File: src/sv/assert_macros.svh
// Assertion macros shared by the sequencer and datapath modules
`ifndef ASSERT_MACROS_SVH
`define ASSERT_MACROS_SVH

// Expression must hold at every clock edge outside reset
`define ASSERT_ALWAYS(label, expr, msg) \
    label: assert property (@(posedge clk) disable iff (!rst_n) (expr)) \
        else $error(msg);

// Consequent must hold in the same cycle as the antecedent
`define ASSERT_IMPLIES(label, ante, cons, msg) \
    label: assert property (@(posedge clk) disable iff (!rst_n) (ante) |-> (cons)) \
        else $error(msg);

// Consequent must hold in the cycle after the antecedent
`define ASSERT_NEXT(label, ante, cons, msg) \
    label: assert property (@(posedge clk) disable iff (!rst_n) (ante) |=> (cons)) \
        else $error(msg);

`endif

File: src/sv/wcpg_pkg.sv
// Package: types, constants and control word format of the pair generator
`timescale 1ns / 1ps

package wcpg_pkg;

    localparam int DEF_MAX_WINDOW = 4;

    localparam int TOKEN_BITS    = 20;
    localparam int VOCAB_BITS    = 21;
    localparam int WSIZE_BITS    = 3;
    localparam int IDX_BITS      = 23;
    localparam int KIND_BITS     = 3;
    localparam int CFG_IDX_BITS  = 2;
    localparam int CFG_DATA_BITS = 21;

    // Configuration register indexes
    localparam logic [CFG_IDX_BITS-1:0] REG_WINDOW_SIZE = 2'd0;
    localparam logic [CFG_IDX_BITS-1:0] REG_VOCAB_SIZE  = 2'd1;
    localparam logic [CFG_IDX_BITS-1:0] REG_ONE_STEP    = 2'd2;

    localparam logic [WSIZE_BITS-1:0] RST_WINDOW_SIZE = 3'd2;
    localparam logic [VOCAB_BITS-1:0] RST_VOCAB_SIZE  = 21'h100000;
    localparam logic                  RST_ONE_STEP    = 1'b1;

    // Microprogram addresses
    localparam int STEP_BITS = 4;
    localparam logic [STEP_BITS-1:0] S_WAIT   = 4'd0;
    localparam logic [STEP_BITS-1:0] S_CHECK  = 4'd1;
    localparam logic [STEP_BITS-1:0] S_WORD   = 4'd2;
    localparam logic [STEP_BITS-1:0] S_ITEST  = 4'd3;
    localparam logic [STEP_BITS-1:0] S_IVALID = 4'd4;
    localparam logic [STEP_BITS-1:0] S_MODE   = 4'd5;
    localparam logic [STEP_BITS-1:0] S_PAIR   = 4'd6;
    localparam logic [STEP_BITS-1:0] S_CTX    = 4'd7;
    localparam logic [STEP_BITS-1:0] S_SKIP   = 4'd8;
    localparam logic [STEP_BITS-1:0] S_FLUSH  = 4'd9;

    typedef enum logic [3:0] {
        OP_NONE,
        OP_ACCEPT,
        OP_LOAD,
        OP_EMIT_WC,
        OP_START_J,
        OP_PAIR,
        OP_EMIT_CTX,
        OP_NEXT_I,
        OP_FLUSH
    } op_t;

    typedef enum logic [2:0] {
        C_ALWAYS,
        C_NEVER,
        C_NO_INPUT,
        C_CENTRE_INVALID,
        C_I_DONE,
        C_I_INVALID,
        C_ONE_STEP,
        C_J_MORE
    } cond_t;

    typedef enum logic [KIND_BITS-1:0] {
        PK_WORD        = 3'd0,
        PK_WORD_CTX    = 3'd1,
        PK_LEFT_LEFT   = 3'd2,
        PK_LEFT_RIGHT  = 3'd3,
        PK_RIGHT_RIGHT = 3'd4
    } pair_kind_t;

    typedef struct packed {
        logic                  kind;
        logic [TOKEN_BITS-1:0] token;
    } in_item_t;

    typedef struct packed {
        logic [KIND_BITS-1:0] pair_kind;
        logic [IDX_BITS-1:0]  row;
        logic [IDX_BITS-1:0]  col;
        logic                 last;
    } out_item_t;

    typedef struct packed {
        op_t                  op;
        cond_t                cond;
        logic [STEP_BITS-1:0] target;
    } ctrl_word_t;

    typedef struct packed {
        logic no_input;
        logic centre_invalid;
        logic i_done;
        logic i_invalid;
        logic one_step;
        logic j_more;
        logic stall;
    } dp_status_t;

endpackage

File: src/sv/window_cooccurrence_pair_generator_top.sv
// Sliding-window co-occurrence pair generator: sequencer plus datapath.
// Input channel (in_valid/in_ready/in_data): one transfer per token or pad position.
// Output channel (out_valid/out_ready/out_data): one increment per transfer; the
// final increment caused by an input item carries last. Items whose center is
// empty produce nothing.
// Configuration: cfg_we writes cfg_data into register cfg_index (0 window size,
// 1 vocab size, 2 one-step mode) in the same cycle; write only while idle.
// Sequencing: the microprogram steps one control word per cycle unless a stall holds it.
// An item whose center is empty goes from wait through the load step back to wait.
// Otherwise the word count is emitted and each of the 2W offset slots is tested:
// an empty slot is skipped, a full one runs the pair loop in two-step mode, then
// emits its context increment. W=4 two-step, full window: 45 increments.
// Each increment is held in the pending register until the next is known.
// A stalled receiver holds the output register and, once the one pending result
// is also full, freezes the sequencer; nothing is dropped. A new input item is
// taken while the last result of the previous one still waits in the output
// register.
// Reset empties the window and loads window size 2, vocab size 2^20, one-step on.
`timescale 1ns / 1ps

module window_cooccurrence_pair_generator_top
    import wcpg_pkg::*;
#(
    parameter int MAX_WINDOW = DEF_MAX_WINDOW
)
(
    input  logic                     clk,
    input  logic                     rst_n,
    input  logic                     in_valid,
    output logic                     in_ready,
    input  in_item_t                 in_data,
    output logic                     out_valid,
    input  logic                     out_ready,
    output out_item_t                out_data,
    input  logic                     cfg_we,
    input  logic [CFG_IDX_BITS-1:0]  cfg_index,
    input  logic [CFG_DATA_BITS-1:0] cfg_data
);

    ctrl_word_t ctrl;
    dp_status_t status;

    wcpg_seq u_seq (
        .clk    (clk),
        .rst_n  (rst_n),
        .status (status),
        .ctrl   (ctrl)
    );

    wcpg_dp #(
        .MAX_WINDOW (MAX_WINDOW)
    ) u_dp (
        .clk       (clk),
        .rst_n     (rst_n),
        .in_valid  (in_valid),
        .in_ready  (in_ready),
        .in_data   (in_data),
        .out_valid (out_valid),
        .out_ready (out_ready),
        .out_data  (out_data),
        .cfg_we    (cfg_we),
        .cfg_index (cfg_index),
        .cfg_data  (cfg_data),
        .ctrl      (ctrl),
        .status    (status)
    );

endmodule

File: src/sv/wcpg_seq.sv
// Microcode sequencer: step counter, control store and conditional jumps
`timescale 1ns / 1ps
`include "assert_macros.svh"

module wcpg_seq
    import wcpg_pkg::*;
(
    input  logic       clk,
    input  logic       rst_n,
    input  dp_status_t status,
    output ctrl_word_t ctrl
);

    logic [STEP_BITS-1:0] step_reg;
    logic [STEP_BITS-1:0] step_next;
    logic                 cond_hit;

    // Control store
    always_comb
    begin
        case (step_reg)
            S_WAIT:   ctrl = '{op: OP_ACCEPT,   cond: C_NO_INPUT,       target: S_WAIT};
            S_CHECK:  ctrl = '{op: OP_LOAD,     cond: C_CENTRE_INVALID, target: S_WAIT};
            S_WORD:   ctrl = '{op: OP_EMIT_WC,  cond: C_NEVER,          target: S_WAIT};
            S_ITEST:  ctrl = '{op: OP_NONE,     cond: C_I_DONE,         target: S_FLUSH};
            S_IVALID: ctrl = '{op: OP_NONE,     cond: C_I_INVALID,      target: S_SKIP};
            S_MODE:   ctrl = '{op: OP_START_J,  cond: C_ONE_STEP,       target: S_CTX};
            S_PAIR:   ctrl = '{op: OP_PAIR,     cond: C_J_MORE,         target: S_PAIR};
            S_CTX:    ctrl = '{op: OP_EMIT_CTX, cond: C_ALWAYS,         target: S_ITEST};
            S_SKIP:   ctrl = '{op: OP_NEXT_I,   cond: C_ALWAYS,         target: S_ITEST};
            S_FLUSH:  ctrl = '{op: OP_FLUSH,    cond: C_ALWAYS,         target: S_WAIT};
            default:  ctrl = '{op: OP_NONE,     cond: C_ALWAYS,         target: S_WAIT};
        endcase
    end

    always_comb
    begin
        case (ctrl.cond)
            C_ALWAYS:         cond_hit = 1'b1;
            C_NEVER:          cond_hit = 1'b0;
            C_NO_INPUT:       cond_hit = status.no_input;
            C_CENTRE_INVALID: cond_hit = status.centre_invalid;
            C_I_DONE:         cond_hit = status.i_done;
            C_I_INVALID:      cond_hit = status.i_invalid;
            C_ONE_STEP:       cond_hit = status.one_step;
            C_J_MORE:         cond_hit = status.j_more;
            default:          cond_hit = 1'b0;
        endcase
    end

    always_comb
    begin
        if (status.stall)
        begin
            step_next = step_reg;
        end
        else if (cond_hit)
        begin
            step_next = ctrl.target;
        end
        else
        begin
            step_next = step_reg + STEP_BITS'(1);
        end
    end

    always_ff @(posedge clk or negedge rst_n)
    begin
        if (!rst_n)
        begin
            step_reg <= S_WAIT;
        end
        else
        begin
            step_reg <= step_next;
        end
    end

    `ASSERT_ALWAYS(a_step_in_program, step_reg <= S_FLUSH, "step counter left the program")
    `ASSERT_NEXT(a_hold_on_stall, status.stall, $stable(step_reg), "step moved while stalled")
    `ASSERT_NEXT(a_flush_returns, step_reg == S_FLUSH && !status.stall, step_reg == S_WAIT, "flush did not return to wait")

endmodule

File: src/sv/wcpg_dp.sv
// Datapath: config registers, window, neighbor rings, column math and result staging
`timescale 1ns / 1ps
`include "assert_macros.svh"

module wcpg_dp
    import wcpg_pkg::*;
#(
    parameter int MAX_WINDOW = DEF_MAX_WINDOW
)
(
    input  logic                     clk,
    input  logic                     rst_n,
    input  logic                     in_valid,
    output logic                     in_ready,
    input  in_item_t                 in_data,
    output logic                     out_valid,
    input  logic                     out_ready,
    output out_item_t                out_data,
    input  logic                     cfg_we,
    input  logic [CFG_IDX_BITS-1:0]  cfg_index,
    input  logic [CFG_DATA_BITS-1:0] cfg_data,
    input  ctrl_word_t               ctrl,
    output dp_status_t               status
);

    localparam int DEPTH     = 2 * MAX_WINDOW + 1;
    localparam int NB        = 2 * MAX_WINDOW;
    localparam int WS_BITS   = $clog2(MAX_WINDOW + 1);
    localparam int DIDX_BITS = $clog2(DEPTH);
    localparam int JB        = $clog2(NB);
    localparam int OFF_BITS  = VOCAB_BITS + $clog2(NB);
    localparam int LR_BITS   = VOCAB_BITS + WS_BITS;
    localparam int COL_BITS  = ((OFF_BITS > TOKEN_BITS) ? OFF_BITS : TOKEN_BITS) + 1;

    // Configuration
    logic [WSIZE_BITS-1:0] window_size_reg;
    logic [VOCAB_BITS-1:0] vocab_size_reg;
    logic                  one_step_reg;
    logic [WS_BITS-1:0]    w_eff;
    logic [DIDX_BITS-1:0]  two_w;
    logic [DIDX_BITS-1:0]  centre_idx;

    // Window
    logic [TOKEN_BITS-1:0] win_tok_reg [DEPTH];
    logic                  win_val_reg [DEPTH];
    logic                  accept;

    // Neighbor rings: ri walks the outer loop, rj rotates through the inner loop
    logic [TOKEN_BITS-1:0] ri_tok_reg  [NB];
    logic                  ri_val_reg  [NB];
    logic [TOKEN_BITS-1:0] rj_tok_reg  [NB];
    logic                  rj_val_reg  [NB];
    logic [TOKEN_BITS-1:0] ri_tok_next [NB];
    logic                  ri_val_next [NB];
    logic [TOKEN_BITS-1:0] rj_tok_next [NB];
    logic                  rj_val_next [NB];
    logic [DIDX_BITS-1:0]  load_idx    [NB];
    logic                  load_use    [NB];

    // Loop counters and column values
    logic [DIDX_BITS-1:0]  i_cnt_reg;
    logic [JB-1:0]         j_cnt_reg;
    logic [OFF_BITS-1:0]   off_i_reg;
    logic [OFF_BITS-1:0]   off_j_reg;
    logic [LR_BITS-1:0]    lr_reg;
    logic [TOKEN_BITS-1:0] centre_tok_reg;
    logic [COL_BITS-1:0]   col_i_reg;
    logic                  la_i_reg;
    logic [COL_BITS-1:0]   col_i_next;
    logic [COL_BITS-1:0]   col_j;
    logic [COL_BITS-1:0]   lr_ext;
    logic                  lb;
    logic                  upper;

    // Result staging: one pending result, then the output register
    logic                  emit_req;
    out_item_t             emit_item;
    logic                  flush_req;
    logic                  out_free;
    logic                  stall;
    logic                  advance;
    logic                  pend_valid_reg;
    logic                  pend_valid_next;
    out_item_t             pend_item_reg;
    logic                  out_valid_reg;
    logic                  out_valid_next;
    out_item_t             out_item_reg;
    logic                  out_load;
    logic                  out_last;

    always_ff @(posedge clk or negedge rst_n)
    begin
        if (!rst_n)
        begin
            window_size_reg <= RST_WINDOW_SIZE;
            vocab_size_reg  <= RST_VOCAB_SIZE;
            one_step_reg    <= RST_ONE_STEP;
        end
        else if (cfg_we)
        begin
            case (cfg_index)
                REG_WINDOW_SIZE: window_size_reg <= cfg_data[WSIZE_BITS-1:0];
                REG_VOCAB_SIZE:  vocab_size_reg  <= cfg_data[VOCAB_BITS-1:0];
                REG_ONE_STEP:    one_step_reg    <= cfg_data[0];
                default:         ;
            endcase
        end
    end

    // Clamp the window size into 1..MAX_WINDOW
    always_comb
    begin
        if (window_size_reg == '0)
        begin
            w_eff = WS_BITS'(1);
        end
        else if (window_size_reg > WSIZE_BITS'(MAX_WINDOW))
        begin
            w_eff = WS_BITS'(MAX_WINDOW);
        end
        else
        begin
            w_eff = WS_BITS'(window_size_reg);
        end
    end

    assign two_w      = DIDX_BITS'(w_eff) << 1;
    assign centre_idx = DIDX_BITS'(w_eff);

    assign in_ready = (ctrl.op == OP_ACCEPT);
    assign accept   = in_valid && in_ready;

    always_ff @(posedge clk or negedge rst_n)
    begin
        if (!rst_n)
        begin
            for (int k = 0; k < DEPTH; k++)
            begin
                win_val_reg[k] <= 1'b0;
            end
        end
        else if (accept)
        begin
            for (int k = DEPTH - 1; k > 0; k--)
            begin
                win_val_reg[k] <= win_val_reg[k - 1];
            end
            win_val_reg[0] <= ~in_data.kind;
        end
    end

    always_ff @(posedge clk)
    begin
        if (accept)
        begin
            for (int k = DEPTH - 1; k > 0; k--)
            begin
                win_tok_reg[k] <= win_tok_reg[k - 1];
            end
            win_tok_reg[0] <= in_data.token;
        end
    end

    // Offset slot k maps to window position 2W-k on the left, 2W-k-1 on the right
    always_comb
    begin
        for (int k = 0; k < NB; k++)
        begin
            load_use[k] = DIDX_BITS'(k) < two_w;
            if (!load_use[k])
            begin
                load_idx[k] = '0;
            end
            else if (DIDX_BITS'(k) < centre_idx)
            begin
                load_idx[k] = two_w - DIDX_BITS'(k);
            end
            else
            begin
                load_idx[k] = two_w - DIDX_BITS'(k) - DIDX_BITS'(1);
            end
        end
    end

    always_comb
    begin
        ri_tok_next = ri_tok_reg;
        ri_val_next = ri_val_reg;
        rj_tok_next = rj_tok_reg;
        rj_val_next = rj_val_reg;
        case (ctrl.op)
            OP_LOAD:
            begin
                for (int k = 0; k < NB; k++)
                begin
                    ri_tok_next[k] = win_tok_reg[load_idx[k]];
                    ri_val_next[k] = load_use[k] && win_val_reg[load_idx[k]];
                    rj_tok_next[k] = win_tok_reg[load_idx[k]];
                    rj_val_next[k] = load_use[k] && win_val_reg[load_idx[k]];
                end
            end
            OP_EMIT_CTX, OP_NEXT_I:
            begin
                if (advance)
                begin
                    for (int k = 0; k < NB - 1; k++)
                    begin
                        ri_tok_next[k] = ri_tok_reg[k + 1];
                        ri_val_next[k] = ri_val_reg[k + 1];
                    end
                    ri_val_next[NB - 1] = 1'b0;
                end
            end
            OP_PAIR:
            begin
                // Rotate within the 2W live slots so the ring comes back after the loop
                if (advance)
                begin
                    for (int k = 0; k < NB - 1; k++)
                    begin
                        if (DIDX_BITS'(k) == two_w - DIDX_BITS'(1))
                        begin
                            rj_tok_next[k] = rj_tok_reg[0];
                            rj_val_next[k] = rj_val_reg[0];
                        end
                        else
                        begin
                            rj_tok_next[k] = rj_tok_reg[k + 1];
                            rj_val_next[k] = rj_val_reg[k + 1];
                        end
                    end
                    if (DIDX_BITS'(NB - 1) == two_w - DIDX_BITS'(1))
                    begin
                        rj_tok_next[NB - 1] = rj_tok_reg[0];
                        rj_val_next[NB - 1] = rj_val_reg[0];
                    end
                end
            end
            default:
            begin
            end
        endcase
    end

    always_ff @(posedge clk)
    begin
        ri_tok_reg <= ri_tok_next;
        ri_val_reg <= ri_val_next;
        rj_tok_reg <= rj_tok_next;
        rj_val_reg <= rj_val_next;
    end

    assign col_i_next = COL_BITS'(ri_tok_reg[0]) + COL_BITS'(off_i_reg);
    assign col_j      = COL_BITS'(rj_tok_reg[0]) + COL_BITS'(off_j_reg);
    assign lr_ext     = COL_BITS'(lr_reg);
    assign lb         = col_j < lr_ext;
    // Equal columns fall back to slot order
    assign upper      = (col_i_reg < col_j)
                     || (col_i_reg == col_j && i_cnt_reg <= DIDX_BITS'(j_cnt_reg));

    always_ff @(posedge clk)
    begin
        case (ctrl.op)
            OP_LOAD:
            begin
                lr_reg         <= LR_BITS'(w_eff) * LR_BITS'(vocab_size_reg);
                centre_tok_reg <= win_tok_reg[centre_idx];
            end
            OP_START_J:
            begin
                col_i_reg <= col_i_next;
                la_i_reg  <= col_i_next < lr_ext;
            end
            default:
            begin
            end
        endcase
    end

    always_comb
    begin
        emit_req            = 1'b0;
        emit_item.pair_kind = PK_WORD;
        emit_item.row       = IDX_BITS'(centre_tok_reg);
        emit_item.col       = '0;
        emit_item.last      = 1'b0;
        case (ctrl.op)
            OP_EMIT_WC:
            begin
                emit_req = 1'b1;
            end
            OP_EMIT_CTX:
            begin
                emit_req            = 1'b1;
                emit_item.pair_kind = PK_WORD_CTX;
                emit_item.col       = IDX_BITS'(col_i_reg);
            end
            OP_PAIR:
            begin
                if (la_i_reg && lb && upper)
                begin
                    emit_req            = rj_val_reg[0];
                    emit_item.pair_kind = PK_LEFT_LEFT;
                    emit_item.row       = IDX_BITS'(col_i_reg);
                    emit_item.col       = IDX_BITS'(col_j);
                end
                else if (la_i_reg && !lb)
                begin
                    emit_req            = rj_val_reg[0];
                    emit_item.pair_kind = PK_LEFT_RIGHT;
                    emit_item.row       = IDX_BITS'(col_i_reg);
                    emit_item.col       = IDX_BITS'(col_j - lr_ext);
                end
                else if (!la_i_reg && !lb && upper)
                begin
                    emit_req            = rj_val_reg[0];
                    emit_item.pair_kind = PK_RIGHT_RIGHT;
                    emit_item.row       = IDX_BITS'(col_i_reg - lr_ext);
                    emit_item.col       = IDX_BITS'(col_j - lr_ext);
                end
            end
            default:
            begin
            end
        endcase
    end

    assign flush_req = (ctrl.op == OP_FLUSH);
    assign out_free  = !out_valid_reg || out_ready;
    assign stall     = (emit_req || flush_req) && pend_valid_reg && !out_free;
    assign advance   = !stall;

    // Hold each result back until the next one arrives so the final one can be marked last
    always_comb
    begin
        out_load        = 1'b0;
        out_last        = 1'b0;
        pend_valid_next = pend_valid_reg;
        out_valid_next  = out_valid_reg && !out_ready;
        if (advance)
        begin
            if (emit_req)
            begin
                out_load        = pend_valid_reg;
                pend_valid_next = 1'b1;
            end
            else if (flush_req && pend_valid_reg)
            begin
                out_load        = 1'b1;
                out_last        = 1'b1;
                pend_valid_next = 1'b0;
            end
        end
        if (out_load)
        begin
            out_valid_next = 1'b1;
        end
    end

    always_ff @(posedge clk or negedge rst_n)
    begin
        if (!rst_n)
        begin
            pend_valid_reg <= 1'b0;
            out_valid_reg  <= 1'b0;
            i_cnt_reg      <= '0;
            j_cnt_reg      <= '0;
            off_i_reg      <= '0;
            off_j_reg      <= '0;
        end
        else
        begin
            pend_valid_reg <= pend_valid_next;
            out_valid_reg  <= out_valid_next;
            case (ctrl.op)
                OP_LOAD:
                begin
                    i_cnt_reg <= '0;
                    off_i_reg <= '0;
                end
                OP_START_J:
                begin
                    j_cnt_reg <= '0;
                    off_j_reg <= '0;
                end
                OP_PAIR:
                begin
                    if (advance)
                    begin
                        j_cnt_reg <= j_cnt_reg + JB'(1);
                        off_j_reg <= off_j_reg + OFF_BITS'(vocab_size_reg);
                    end
                end
                OP_EMIT_CTX, OP_NEXT_I:
                begin
                    if (advance)
                    begin
                        i_cnt_reg <= i_cnt_reg + DIDX_BITS'(1);
                        off_i_reg <= off_i_reg + OFF_BITS'(vocab_size_reg);
                    end
                end
                default:
                begin
                end
            endcase
        end
    end

    always_ff @(posedge clk)
    begin
        if (advance && emit_req)
        begin
            pend_item_reg <= emit_item;
        end
        if (out_load)
        begin
            out_item_reg <= '{pair_kind: pend_item_reg.pair_kind,
                              row:       pend_item_reg.row,
                              col:       pend_item_reg.col,
                              last:      out_last};
        end
    end

    assign out_valid = out_valid_reg;
    assign out_data  = out_item_reg;

    assign status.no_input       = !in_valid;
    assign status.centre_invalid = !win_val_reg[centre_idx];
    assign status.i_done         = (i_cnt_reg == two_w);
    assign status.i_invalid      = !ri_val_reg[0];
    assign status.one_step       = one_step_reg;
    assign status.j_more         = (j_cnt_reg != JB'(two_w - DIDX_BITS'(1)));
    assign status.stall          = stall;

    `ASSERT_IMPLIES(a_pend_empty_at_accept, accept, !pend_valid_reg, "result left pending across items")
    `ASSERT_IMPLIES(a_word_opens_item, ctrl.op == OP_EMIT_WC, !pend_valid_reg, "word count not first of item")
    `ASSERT_ALWAYS(a_i_in_range, i_cnt_reg <= DIDX_BITS'(NB), "outer slot counter overran")

endmodule

File: config.mk
export PLATFORM = sky130hd
export DESIGN_NAME = window_cooccurrence_pair_generator_top
export DESIGN_NICKNAME = d
export VERILOG_FILES = /design/src/sv/wcpg_pkg.sv /design/src/sv/window_cooccurrence_pair_generator_top.sv /design/src/sv/wcpg_seq.sv /design/src/sv/wcpg_dp.sv
export VERILOG_INCLUDE_DIRS = /design/src /design/src/sv
export SDC_FILE = /design/constraint.sdc
export NUM_CORES = 2
export LEC_CHECK = 0
export BUFFER_PORTS_ARGS = -buffer_cell sky130_fd_sc_hd__buf_2
export CAP_MARGIN = 20
export CELL_PAD_IN_SITES_DETAIL_PLACEMENT = 0
export CELL_PAD_IN_SITES_GLOBAL_PLACEMENT = 1
export CORE_MARGIN = 3
export CORE_UTILIZATION = 45
export DETAILED_ROUTE_END_ITERATION = 8
export GPL_TIMING_DRIVEN = 1
export PLACE_DENSITY_LB_ADDON = 0.1
export RECOVER_POWER = 25
export SYNTH_ARGS = -nofsm -noshare
export SYNTH_HDL_FRONTEND = slang
export SYNTH_SLANG_ARGS = --single-unit
File: constraint.sdc
create_clock -name clk -period 8.77 [get_ports clk]
set_input_delay 1.754 -clock clk [delete_from_list [all_inputs] [get_ports clk]]
set_output_delay 1.754 -clock clk [all_outputs]
set_load 0.005 [all_outputs]
Word level (Yosys, flattened, before mapping)
Memory sizes are Yosys's and may differ from the RTL's. A register that Yosys moved wholly into a read port is not among the register bits.
Cells that the tools add are included.
W data, S select, Z words.
{"block": "classes", "mul": 1, "n_eq_ne": 31, "n_bitwise": 11, "n_reduce_logical": 52, "muxes": 97, "magnitude_cmp": 30, "add_sub_neg": 23}
{"operator": "$pmux W160 S2", "n": 1}
{"operator": "$pmux W140 S2", "n": 1}
{"operator": "$mux W20", "n": 9}
{"operator": "$mux W160", "n": 1}
{"operator": "$mux W49", "n": 3}
{"operator": "$mux W140", "n": 1}
{"operator": "$pmux W24 S2", "n": 2}
{"operator": "$mux W4", "n": 18}
{"operator": "$add A20 B24 Y25", "n": 2}
{"operator": "$lt A25 B24 Y1", "n": 2}
{"operator": "$add A24 B21 Y24", "n": 2}
{"operator": "$mux W24", "n": 2}
{"operator": "$pmux W23 S2", "n": 1}
{"operator": "$sub A23 B23 Y23", "n": 2}
{"operator": "$ge A5 B5 Y1 const B", "n": 9}
{"operator": "$not A4 Y5", "n": 8}
{"operator": "$mux W1", "n": 37}
{"operator": "$bmux W1 S4", "n": 9}
{"operator": "$pmux W8 S2", "n": 2}
{"operator": "$sub A4 B1 Y4 const B", "n": 8}
{"operator": "$eq A25 B25 Y1", "n": 1}
{"operator": "$lt A25 B25 Y1", "n": 1}
{"operator": "$mul A3 B21 Y24", "n": 1}
{"operator": "$logic_and A1 B1 Y1", "n": 20}
{"operator": "other kinds (45)", "n": 102}
{"block": "totals", "n_memories": 2, "mem_bits_rw": 180, "rom_bits": 176, "regBits": 580, "out_inout_bits": 52, "word_cells": 309}
{"memory": "u_dp.win_tok_reg", "depth": 9, "width": 20, "rd": 17, "rd_clocked_by_memory_dff": 1, "wr": 9, "line_no": "wcpg_dp.sv:44", "text": "logic [TOKEN_BITS-1:0] win_tok_reg [DEPTH];"}
{"memory": "(no name shown)", "depth": 16, "width": 11, "rd": 1, "rd_clocked_by_memory_dff": 0, "wr": 0, "line_no": "wcpg_seq.sv:21", "text": "case (step_reg)"}

Longest topological paths before layout
{"block": "logic_depth", "ltp_word": 14, "depth_mapped": 26}

By module
From an unflattened synthesis, not the netlist that was laid out.
{"block": "unflattened", "hier_cells": 4332, "hier_area_um2": 44244.9}
{"mod": "wcpg_dp", "area_per_inst_um2": 43601.8, "n_inst": 1, "seq_area_each_um2": 22850.7, "cells_each": 4247}
{"mod": "wcpg_seq", "area_per_inst_um2": 643.1, "n_inst": 1, "seq_area_each_um2": 100.1, "cells_each": 85}

Worst setup path before layout
No wires, ideal clock.
{"block": "synth_path", "kind": "register -> register", "start": "register u_dp.rj_tok_reg[147] (netlist bit)", "end": "register u_dp.ri_tok_reg[100] (netlist bit), enable pin", "t_required_ns": 7.524, "path_slack_ns": 0.191, "setup_time_ns": 1.246, "t_arrival_ns": 7.333, "path_buffers": 1, "period_less_slack_ns": 8.579, "path_stages_with_launch": 25, "cell_sequence": "edfxtp_1 -> ha_1 -> a2111oi_4 -> nor2b_1 -> o21ai_0 -> a311oi_1 -> o21ai_0 -> a31oi_1 -> o21ai_0 -> a21oi_1 -> nand4b_1 -> xnor2_1 -> inv_1 -> ha_1 -> nor2b_1 -> o21ai_0 -> nand2b_1 -> o21ba_1 -> o21ai_0 -> a32oi_1 -> a211o_1 -> nand4_1 -> nand2_1 -> buf_2 -> nand2_1"}
{"block": "synth_between", "elab_chain_len": 14, "word_cells_on_any_way": 21}
{"element": "from (decl)", "line_no": "wcpg_dp.sv:51", "text": "logic [TOKEN_BITS-1:0] rj_tok_reg [NB];"}
{"element": "from (signal assigned)", "line_no": "wcpg_dp.sv:249", "text": "rj_tok_reg <= rj_tok_next;"}
{"element": "$add A20 B24 Y25 *", "line_no": "wcpg_dp.sv:254", "text": "assign col_j = COL_BITS'(rj_tok_reg[0]) + COL_BITS'(off_j_reg);"}
{"element": "$lt A25 B24 Y1 or $eq A25 B25 Y1 (tied branches)", "line_no": "wcpg_dp.sv:256, wcpg_dp.sv:259"}
{"element": "$logic_not A1 Y1 or $logic_and A1 B1 Y1 (tied branches)", "line_no": "wcpg_dp.sv:307, wcpg_dp.sv:314, wcpg_dp.sv:259"}
{"element": "$logic_and A1 B1 Y1 or $logic_or A1 B1 Y1 (tied branches)", "line_no": "wcpg_dp.sv:314, wcpg_dp.sv:259"}
{"element": "$logic_and A1 B1 Y1", "line_no": "wcpg_dp.sv:314", "text": "else if (!la_i_reg && !lb && upper)"}
{"element": "$mux W1", "line_no": "wcpg_dp.sv:314"}
{"element": "$mux W1", "line_no": "wcpg_dp.sv:307", "text": "else if (la_i_reg && !lb)"}
{"element": "$mux W1 *", "line_no": "wcpg_dp.sv:300", "text": "if (la_i_reg && lb && upper)"}
{"element": "$pmux W1 S2 *", "line_no": "wcpg_dp.sv:287", "text": "case (ctrl.op)"}
{"element": "$logic_or A1 B1 Y1 *", "line_no": "wcpg_dp.sv:330", "text": "assign stall = (emit_req || flush_req) && pend_valid_reg && !out_free;"}
{"element": "$logic_and A1 B1 Y1 * (2 in a row)", "line_no": "wcpg_dp.sv:330"}
{"element": "$ne A2 B2 Y1 (no line) *"}
{"element": "$reduce_and A2 Y1 (no line) *"}
{"element": "to (signal assigned)", "line_no": "wcpg_dp.sv:247", "text": "ri_tok_reg <= ri_tok_next;"}
{"element": "to (decl)", "line_no": "wcpg_dp.sv:49", "text": "logic [TOKEN_BITS-1:0] ri_tok_reg [NB];"}
Mark *: on every way between the ends. The rest lies on a longest branch, timed or not.
A chain may end at the register's enable or synchronous reset.

Worst setup path after layout
{"block": "layout_path", "start": "register u_dp.rj_tok_reg[147] (netlist bit)", "end": "register u_dp.rj_tok_reg[10] (netlist bit), enable pin"}
{"block": "layout_between", "elab_chain_len": 14, "word_cells_on_any_way": 21}
{"element": "$add A20 B24 Y25 *", "line_no": "wcpg_dp.sv:254"}
{"element": "$lt A25 B24 Y1 or $eq A25 B25 Y1 (tied branches)", "line_no": "wcpg_dp.sv:256, wcpg_dp.sv:259"}
{"element": "$logic_not A1 Y1 or $logic_and A1 B1 Y1 (tied branches)", "line_no": "wcpg_dp.sv:307, wcpg_dp.sv:314, wcpg_dp.sv:259"}
{"element": "$logic_and A1 B1 Y1 or $logic_or A1 B1 Y1 (tied branches)", "line_no": "wcpg_dp.sv:314, wcpg_dp.sv:259"}
{"element": "$logic_and A1 B1 Y1", "line_no": "wcpg_dp.sv:314"}
{"element": "$mux W1", "line_no": "wcpg_dp.sv:314"}
{"element": "$mux W1", "line_no": "wcpg_dp.sv:307"}
{"element": "$mux W1 *", "line_no": "wcpg_dp.sv:300"}
{"element": "$pmux W1 S2 *", "line_no": "wcpg_dp.sv:287"}
{"element": "$logic_or A1 B1 Y1 *", "line_no": "wcpg_dp.sv:330"}
{"element": "$logic_and A1 B1 Y1 * (2 in a row)", "line_no": "wcpg_dp.sv:330"}
{"element": "$ne A2 B2 Y1 (no line) *"}
{"element": "$reduce_and A3 Y1 (no line) *"}
Marked as above.

==> reports/qor.yml <==
status:
  status: "complete, but fails checks"
  violations: "capacitance limit, slew limit"
worst_setup_path:
  path_common_cell: "o21ai_0"
  reg2reg_depth: 24
  path_cells: "ha_1 -> a2111oi_4 -> nor2b_1 -> o21ai_0 -> a311oi_1 -> o21ai_0 -> a31oi_1 -> o21ai_0 -> a21oi_1 -> o21ai_0 -> o31ai_1 -> ha_1 -> nand2_1 -> o21ai_0 -> a21oi_1 -> o21ai_0 -> a311o_1 -> a211o_1 -> nand4_1 -> buf_4 -> nand2_1 -> buf_4 -> o31ai_4 -> buf_4"
  critPathBufInv: 3
  crit_arrival_ns: 7.75
  worst-path-stages: 24
  cp_slowest_cell: "a311oi_1"
  path_class: "register to register"
  required_ns: 9.07
  startpoint_type: "register"
  endpoint_kind: "register"
  max_stage_delay_ns: 0.75
  critical-path-top-delay-family: "compound AO/OA/AOI/OAI gates"
  path_max_fanout: 24
power:
  powerDensity_mw_per_mm2: 431
  power_mw: 22.4
  peakVddDrop_mv: 0.392
  leakagePower_nw: 20.4
run:
  max_cap_violations: 4
route:
  routed_wl_mm: 143
  vias_per_cell: 5.84
  vias: 34300
  drcViolationCount: 0
  drt_iter0_drc: 3068
  wl_per_cell_um: 24.4
  ant_nets: 0
  drtPass1Iterations: 7
timing:
  slew_viol_final: 187
  fin_worst_skew_ns: 0.0270
  grt_setup_unrepaired: "false"
  max_slew_margin_pct: -133
  worstMarginPinSlew_ns: 3.49
  fin_ws_ns: 1.33
  setup_tns_ns: 0
  final.period_utilization_pct: 84.9
  setup_viol: 0
  period_needed_ns: 7.44
  hold_viol: 0
  fmax_mhz: 134
cts:
  clk_pin_slew_ns: 0.06
  post-cts-setup-buffers: 0
  cts_tree: "done"
  clkSinkCount: 780
  cts_resized: 0
  root_buffer: "clkbuf_16"
  clk_path_buf_depth: 3
  cts_made_buffers: 91
  cts.htree.levels: 3
  clock_latency_ns: 0.68
  postCtsHoldBufs: 0
synth:
  ys_seq_area_share_pct: 49.1
  synthTopCellsByArea: "edfxtp_1, nand2_1, mux4_2"
  synthesis.yosys.warnings: 0
  synth.most_common_cell: "nand2_1"
  synth_area_mm2: 0.0468
  synthTopCellsByCount: "nand2_1, edfxtp_1, a21oi_1"
  ys_types: 78
  synth.net_count: 4694
  synth.ff_latch_count: 780
  synthCells: 4401
  synthFlopType: "edfxtp_1"
  avgSynthCellArea_um2: 10.6
  synth_top_cell_area_share_pct: 44.0
  synth_top_area_cell: "edfxtp_1"
  synth_edf_count: 685
  synth-async-reset-ratio_pct: 12.2
layout:
  final_net_count: 4716
  drive_gt1_share_pct: 12.7
  area_growth_pct: 11.2
  largest_reg_flops: 180
floorplanning:
  dieWidth_um: 328
  die_h_um: 328
  start_util_pct: 45.6
  die-area_mm2: 0.108
  core_area_mm2: 0.102
  rows: 117
  ios: 101
placement:
  dp_hpwl_mm: 97.5
  place_ws_ns: 1.41
  port_buffers: 100
  place.gp.congestion: 0.903
global_routing:
  grt_pass1_vias: 33100
  grt_use_total_pct: 26.4
  grt_pass1_wl_mm: 215
  antenna_found_initial: 4
  grt_max_degree: 148
  overflow: 0
worst_hold_path:
  hold_depth: 0
  min_path_type: "register to register"
==> through the flow <==
step                      utilization (%)  cells  hold WS, ns  instance area [µm²]
after detailed placement             47.7   5697        0.405                48900
after global routing                 50.7   5866        0.424                52000
after global placement               47.7   5696        0.402                48900
final                                50.8   5869        0.416                52000
after CTS                            50.8   5865        0.417                52000
after floorplan                         -   4401        0.400                46800
==> path summary, 6_finish.rpt <==
check,startpoint,end,slack (ns)
max in group asynchronous,rst_n,u_dp.window_size_reg[2],1.92
setup reg to reg,u_dp.rj_tok_reg[147],u_dp.rj_tok_reg[10],1.33
setup / recovery,u_dp.rj_tok_reg[147],u_dp.rj_tok_reg[10],1.33
hold reg to reg,u_dp.pend_item_reg[42],u_dp.out_data[42],0.42
hold / removal,u_dp.pend_item_reg[42],u_dp.out_data[42],0.42
min in group asynchronous,rst_n,u_seq.step_reg[2],2.14
==> logic make-up (layout without fill, tap and decap cells) <==
group           count (synthesis)  in the layout  synth area share, %
simple gates                 1431           1431                 12.8
buf+inv                       405            502                 3.29
xor+xnor                      131            131                 2.48
other cells                     0              3                    0
compound gates               1003           1003                 13.0
fa+ha+maj                     244            244                 6.95
mux                           407            407                 12.4
flops                         780            780                 49.1
==> area by class of cell <==
class                           count  area (µm²)
Antenna cell                        3        7.51
Clock buffer                      113        2420
Clock inverter                     55         669
Fill cell                        9359       50500
Inverter                          158         603
Multi-Input combinational cell   3216       22500
Sequential cell                   780       23000
Tap cell                         1368        1710
Timing Repair Buffer              176        1120
==> cell usage in the layout (no fill, tap or decap), types with 63 or more instances in the layout <==
cell | synthesis | layout
a211oi_1 | 81 | 81
a21oi_1 | 374 | 369
buf_2 | 7 | 83
buf_4 | 0 | 63
clkbuf_16 | 0 | 93
dfrtp_1 | 92 | 91
edfxtp_1 | 685 | 685
ha_1 | 218 | 214
inv_1 | 156 | 155
mux2_2 | 86 | 86
mux2i_1 | 192 | 192
mux4_2 | 129 | 129
nand2_1 | 820 | 814
nor2_1 | 325 | 318
nor2b_1 | 64 | 64
o21ai_0 | 251 | 251
xnor2_1 | 87 | 87
==> report_power, final <==
part / internal, mW / leakage, nW / switching, mW
logic: 4.11 / 11.4 / 6.80
registers: 6.48 / 7.54 / 1.05
clock network: 2.38 / 1.49 / 1.61
total: 13.0 / 20.4 / 9.47
==> layer usage <==
metal	global-route usage (%)	share of wire, %
met1	37.0	45
met5	0	0
met3	3.33	5.9
met4	7.40	2.4
met2	43.1	47
Power figures use the tool's default switching activity.
